File: config.mk
export PLATFORM = sky130hd
export DESIGN_NAME = vn_div
export DESIGN_NICKNAME = d
export VERILOG_FILES = /design/src/design/vector3_normalize_core_assert.svh /design/src/design/vn_pkg.sv /design/src/design/vn_div.sv
export SDC_FILE = /design/constraint.sdc
export NUM_CORES = 2
export LEC_CHECK = 0
export BUFFER_PORTS_ARGS = -buffer_cell sky130_fd_sc_hd__buf_4
export CAP_MARGIN = 10
export CORE_MARGIN = 5
export CORE_UTILIZATION = 50
export DETAILED_ROUTE_END_ITERATION = 6
export HOLD_SLACK_MARGIN = 0.12
export PLACE_DENSITY = 0.71
export SYNTH_ARGS = -nofsm -noshare
export SYNTH_HDL_FRONTEND = slang
export SYNTH_SLANG_ARGS = --single-unit
File: constraint.sdc
create_clock -name clk -period 10.2 [get_ports clk]
set_input_delay 3.06 -clock clk [delete_from_list [all_inputs] [get_ports clk]]
set_output_delay 3.06 -clock clk [all_outputs]
set_load 0.02 [all_outputs]
File: src/design/vector3_normalize_core_assert.svh
// assertion macros shared by the core
`ifndef VECTOR3_NORMALIZE_CORE_ASSERT_SVH
`define VECTOR3_NORMALIZE_CORE_ASSERT_SVH

// antecedent implies consequent in the same cycle
`define VN_ASSERT_SAME(label, ante, cons) \
  label: assert property (@(posedge clk) disable iff (rst) (ante) |-> (cons)) \
    else $error("vector3_normalize_core: check failed");

// antecedent implies consequent in the following cycle
`define VN_ASSERT_NEXT(label, ante, cons) \
  label: assert property (@(posedge clk) disable iff (rst) (ante) |=> (cons)) \
    else $error("vector3_normalize_core: check failed");

`endif

File: src/design/vn_pkg.sv
`default_nettype none
package vn_pkg;
  localparam int COMP_WIDTH = 32;
  localparam int IO_W = 32;
  localparam int SUM_W = 2 * COMP_WIDTH;
  localparam int REM_W = COMP_WIDTH + 2;
  localparam int SQ_STAGES = COMP_WIDTH;
  localparam int DIV_STAGES = COMP_WIDTH - 2;
  localparam int UNIT_FRAC = COMP_WIDTH - 3;
  localparam int TOTAL_STAGES = 3 + SQ_STAGES + DIV_STAGES;

  typedef struct packed {
    logic                  neg;
    logic [COMP_WIDTH-1:0] mag;
  } comp_t;

  // port field to internal width, sign extended
  function automatic logic [COMP_WIDTH-1:0] ext_comp(input logic [IO_W-1:0] f);
    logic [IO_W+COMP_WIDTH-1:0] t;
    t = {{COMP_WIDTH{f[IO_W-1]}}, f};
    return t[COMP_WIDTH-1:0];
  endfunction

  function automatic logic [IO_W-1:0] to_io_s(input logic [COMP_WIDTH-1:0] v);
    logic [IO_W+COMP_WIDTH-1:0] t;
    t = {{IO_W{v[COMP_WIDTH-1]}}, v};
    return t[IO_W-1:0];
  endfunction

  function automatic logic [IO_W-1:0] to_io_u(input logic [COMP_WIDTH-1:0] v);
    logic [IO_W+COMP_WIDTH-1:0] t;
    t = {{IO_W{1'b0}}, v};
    return t[IO_W-1:0];
  endfunction
endpackage
`default_nettype wire

File: src/design/vn_div.sv
`default_nettype none
module vn_div (
  input  wire logic                          clk,
  input  wire logic                          en,
  input  wire vn_pkg::comp_t                 comp,
  input  wire logic [vn_pkg::COMP_WIDTH-1:0] len,
  output logic      [vn_pkg::COMP_WIDTH-1:0] unit
);
  import vn_pkg::*;

  logic [COMP_WIDTH-1:0] rem_q [DIV_STAGES];
  logic [COMP_WIDTH-1:0] quo_q [DIV_STAGES];
  logic [COMP_WIDTH-1:0] len_q [DIV_STAGES];
  logic                  neg_q [DIV_STAGES];

  // dividend is mag << UNIT_FRAC; the quotient never exceeds 2^UNIT_FRAC
  for (genvar g = 0; g < DIV_STAGES; g++) begin : g_stage
    logic [COMP_WIDTH-1:0] prem;
    logic [COMP_WIDTH-1:0] pquo;
    logic [COMP_WIDTH-1:0] plen;
    logic                  pneg;
    logic                  bit_in;
    logic [COMP_WIDTH:0]   sh;
    logic                  ge;

    if (g == 0) begin : g_first
      assign prem   = {1'b0, comp.mag[COMP_WIDTH-1:1]};
      assign pquo   = '0;
      assign plen   = len;
      assign pneg   = comp.neg;
      assign bit_in = comp.mag[0];
    end else begin : g_next
      assign prem   = rem_q[g-1];
      assign pquo   = quo_q[g-1];
      assign plen   = len_q[g-1];
      assign pneg   = neg_q[g-1];
      assign bit_in = 1'b0;
    end

    assign sh = {prem, bit_in};
    assign ge = (sh >= {1'b0, plen});

    always_ff @(posedge clk) begin
      if (en) begin
        rem_q[g] <= ge ? COMP_WIDTH'(sh - {1'b0, plen}) : COMP_WIDTH'(sh);
        quo_q[g] <= {pquo[COMP_WIDTH-2:0], ge};
        len_q[g] <= plen;
        neg_q[g] <= pneg;
      end
    end
  end

  assign unit = neg_q[DIV_STAGES-1] ? (COMP_WIDTH'(0) - quo_q[DIV_STAGES-1])
                                    : quo_q[DIV_STAGES-1];
endmodule
`default_nettype wire

# Word level (Yosys, flattened, before mapping)
# Memory sizes are Yosys's and may differ from the RTL's.
# Cells that the tools add are included.
[totals] reg_bits=0 latch_bits=0 ramBits=2910 mem_bits_ro=0 input_bits=67 out_inout_bits=32 word_cells=98 memories=4
[op_classes] add_sub_neg=31 multipliers=0 n_div=0 magnitude_cmp=30 eq_ne=0 n_shift=0 muxes=33 bitwise=0 n_reduce_logical=0
[memory_table] memory="len_q" words=30 width=32 read_ports=29 rd_clocked_by_memory_dff=0 write_ports=30 line_no="vn_div.sv:13" text="logic [COMP_WIDTH-1:0] len_q [DIV_STAGES];"
[memory_table] memory="quo_q" words=30 width=32 read_ports=30 rd_clocked_by_memory_dff=0 write_ports=30 line_no="vn_div.sv:12" text="logic [COMP_WIDTH-1:0] quo_q [DIV_STAGES];"
[memory_table] memory="rem_q" words=30 width=32 read_ports=29 rd_clocked_by_memory_dff=0 write_ports=30 line_no="vn_div.sv:11" text="logic [COMP_WIDTH-1:0] rem_q [DIV_STAGES];"
[memory_table] memory="neg_q" words=30 width=1 read_ports=30 rd_clocked_by_memory_dff=0 write_ports=30 line_no="vn_div.sv:14" text="logic neg_q [DIV_STAGES];"
[ops] cell="two-way mux 32 bit" count=31
[ops] cell="subtractor 32 bit" count=30
[ops] cell="greater-or-equal comparator 33 x 32 -> 1 bit" count=29
[ops] cell="greater-or-equal comparator 32 bit" count=1
[ops] cell="subtractor 1 x 32 -> 32 bit, first input constant" count=1
[ops] cell="two-way mux 1 bit" count=2

# Depth between registers and ports, before layout
# An unclocked memory read counts as a cell.
[logic_depth] ltp_word=3 ltp_mapped=15 mapped_depth_nobuf=13

# Least setup slack after synthesis
# No wires, ideal clock.
[synth_timing] kind="input port to flip-flop" from="input comp[0] (netlist name)" to="memory rem_q[0][14] (data pin)" setup_time_ns=0.260 arrival_time_ns=5.900 required_ns=9.940 path_slack_ns=4.040 path_stages=14 path_buffers=2 path_cell_list="inv_1 ha_1 fa_1 nor2b_1 o21ai_0 nand2b_1 a221oi_1 o31ai_1 a21oi_1 a31oi_1 o221a_2 buf_2 buf_2 mux2_2"
[synth_lines] element="from (decl)" line_no="vn_div.sv:5" text="input wire vn_pkg::comp_t comp,"
[synth_lines] element="to (decl)" line_no="vn_div.sv:11"

==> flow_summary.toml <==
[run_status]
status = "finished, final reports clean"

[synthesis]
synth_commonest_cells = "2351 x edfxtp_1, 1231 x inv_1, 960 x ha_1, 930 x a21oi_1, 698 x nor2_1"
async_flop_share_pct = 0
yosysUniqueCellTypes = 93
yosysTopAreaCell = "edfxtp_1"
seq_area_frac_synth_pct = 53.06
synth_flop_cell = "edfxtp_1"
synth_cells = 11679
ys_seq_elements = 2351
synth_top_area_share_pct = 53.06
synth_area_sq_um = 133100
ys_warn_count = 0
synth_nets = 12735
synth_edf_count = 2351
yosys.cell_count.top_type = "edfxtp_1"
synth_area_leaders = "edfxtp_1 53%, ha_1 9.0%, mux2_2 3.9%, a21oi_1 3.5%, inv_1 3.5%"
avgSynthCellArea_sq_um = 11.39

[clock_network]
hold_buffers = 0
cts-root-buf = "clkbuf_16"
clkTransAtPathRegs_ns = 0.06
cts_tree = "built"
cts_buffer_depth = 4
clk_latency_ns = 0.89
htree_levels = 5
cts_made_buffers = 271
cts_sinks = 2351
cts-resized-gates = 0
postCtsSetupRepairBufs = 0

[timing]
hold_violations = 0
fin_skew_ns = 0.04735
tns_ns = 0
drv_slew = 0
rsz0062_at_grt = "no"
post-route-period-util_pct = 69.59
timing.fmax_ghz = 0.1409
final.setup.worst_slack_ns = 3.101
layout_min_cycle_time_ns = 7.099
tightestPinTransition_ns = 1.170
setup_viol = 0
slew_headroom_pct = 22.02

[placed_design]
placed_area_sq_um = 137800
dp_hpwl_mm = 238.7
dp_cells = 15100
place_congestion = 0.9637
port_buffers = 98
place_ws_ns = 2.418

[drt]
via_per_inst = 5.804
wl_per_cell_um = 20.55
drtPass1Iterations = 6
drt_iter0_drc = 8227
via_count = 90486
wl_mm = 320.4
drcViolationCount = 0
ant_nets = 0

[global_route]
antenna_found_initial = 8
grt_pass1_wl_mm = 495.4
gr-total-overflow = 0
grt_max_degree = 196
grt_usage_pct = 22.40
grt_pass1_vias = 87428

[setup_path]
crit_type = "reg2out"
r2r_start = "len_q[19][1]"
crit_top_cell = "or4_1"
path_delay_family = "simple AND/OR/NAND/NOR gates"
crit_path_start = "quo_q[29][8]"
crit_chain = "nor4_1 > nand4_1 > or4_1 > or4_1 > o41ai_1 > xnor2_1 > buf_4"
crit_buf_inv = 1
worstSetupStartpointType = "flip-flop"
end_kind = "primary output"
path_max_fanout = 4
cpPeakStageDelay_ns = 0.60
crit_arrival_ns = 4.04
worst_path_max_delay_cell = "or4_1"
cp.required_ns = 7.14

[floorplan]
start_util_pct = 50.19
rows = 189
dieWidth_um = 525.9
io_pins = 99
coreArea_sq_um = 265100
die_area_sq_um = 276500
fp.dieH_um = 525.9

[power_and_ir_drop]
power.leakage_nw = 60.00
p_per_area_nw_per_um2 = 332.5
ir_worst_vdd_mv = 0.1819

[job]
cap_violations = 0

[layout]
fill_cells = 22095
design_area_sq_um = 146900
nNetsFinal = 12896
layout-drive-gt1-share_pct = 9.195
fin_util_pct = 55.43
area_growth_pct = 10.43
fin_cells = 15589

[worst_hold_path]
worstHoldStart = "quo_q[7][7]"
min-delay-path-class = "reg2reg"
[per-stage QoR]
| step | hold slack, ns | total power [mW] |
|---|---|---|
| 5_1_grt | 0.3948 | 52.02 |
| 3_5_place_dp | 0.4045 | 38.62 |
| 2_1_floorplan | 0.4003 | 32.62 |
| 6_report | 0.3925 | 48.86 |
| 4_1_cts | 0.3951 | 48.95 |
| 3_3_place_gp | 0.4011 | 38.20 |
[layer usage]
metal	track usage, %	share of wire, %
met1	30.79	44
met2	37.39	47
met3	2.847	5.6
met4	6.540	2.9
met5	0	0
[sequential cells by signal, summed over array words and instances, names as in the netlist]
name,flops
rem_q,928
len_q,928
neg_q,30
quo_q,465
[kinds of logic after synthesis]
family | count (synthesis) | synth area share [%]
adders and majority gates | 989 | 9.464
and+or+nand+nor | 2489 | 8.977
AOI/OAI and AO/OA | 3059 | 14.72
buffers and inverters | 1494 | 4.287
muxes | 537 | 4.494
DFF | 2351 | 53.06
xor gates and xnor gates | 760 | 5.003
[layout by cell type (no fill, tap or decap), drive strengths merged, types with 36 or more instances in the layout]
master	instances
and2	59
or3	51
bufinv	38
inv	1243
o21a	154
buf	150
o21ai	632
nand3	180
xor2	296
nand2b	138
ha	960
o31ai	84
a31oi	88
xnor2	464
and3	84
a21o	495
mux2	483
clkinv	98
o211ai	62
nor4	40
o21bai	101
nor3	163
a211oi	92
a21oi	930
edfxtp	2351
a211o	36
a21boi	40
clkbuf	318
nand2	671
nor2	698
nor2b	142
nand4	131
mux2i	54
[power by group]
group	switching [mW]	total (mW)	internal, mW
clock network	3.99	9.96	5.97
logic	12.9	22.8	9.84
registers	1.69	16.1	14.5
[layout make-up]
class                   instances  area, sq um  share of cell area, %
diodes                          6        15.01                0.01022
clock buffers                 318         7064                  4.808
clock inverters               165         2063                  1.404
inverters                    1232         4624                  3.147
multi-input cells            7834        56830                  38.68
flip-flops and latches       2351        70600                  48.05
well taps                    3533         4420                  3.008
repair buffers                150         1321                 0.8992
[worst paths after layout]
path                                 endpoint  slack (ns)  cells after the start
worst max-delay path                 unit[26]        3.10                      7
worst max register to register  rem_q[1][132]        5.40                     13
worst min-delay path              quo_q[8][8]        0.39                      0
worst min register to register    quo_q[8][8]        0.39                      0
(Power assumes the default switching activity.)
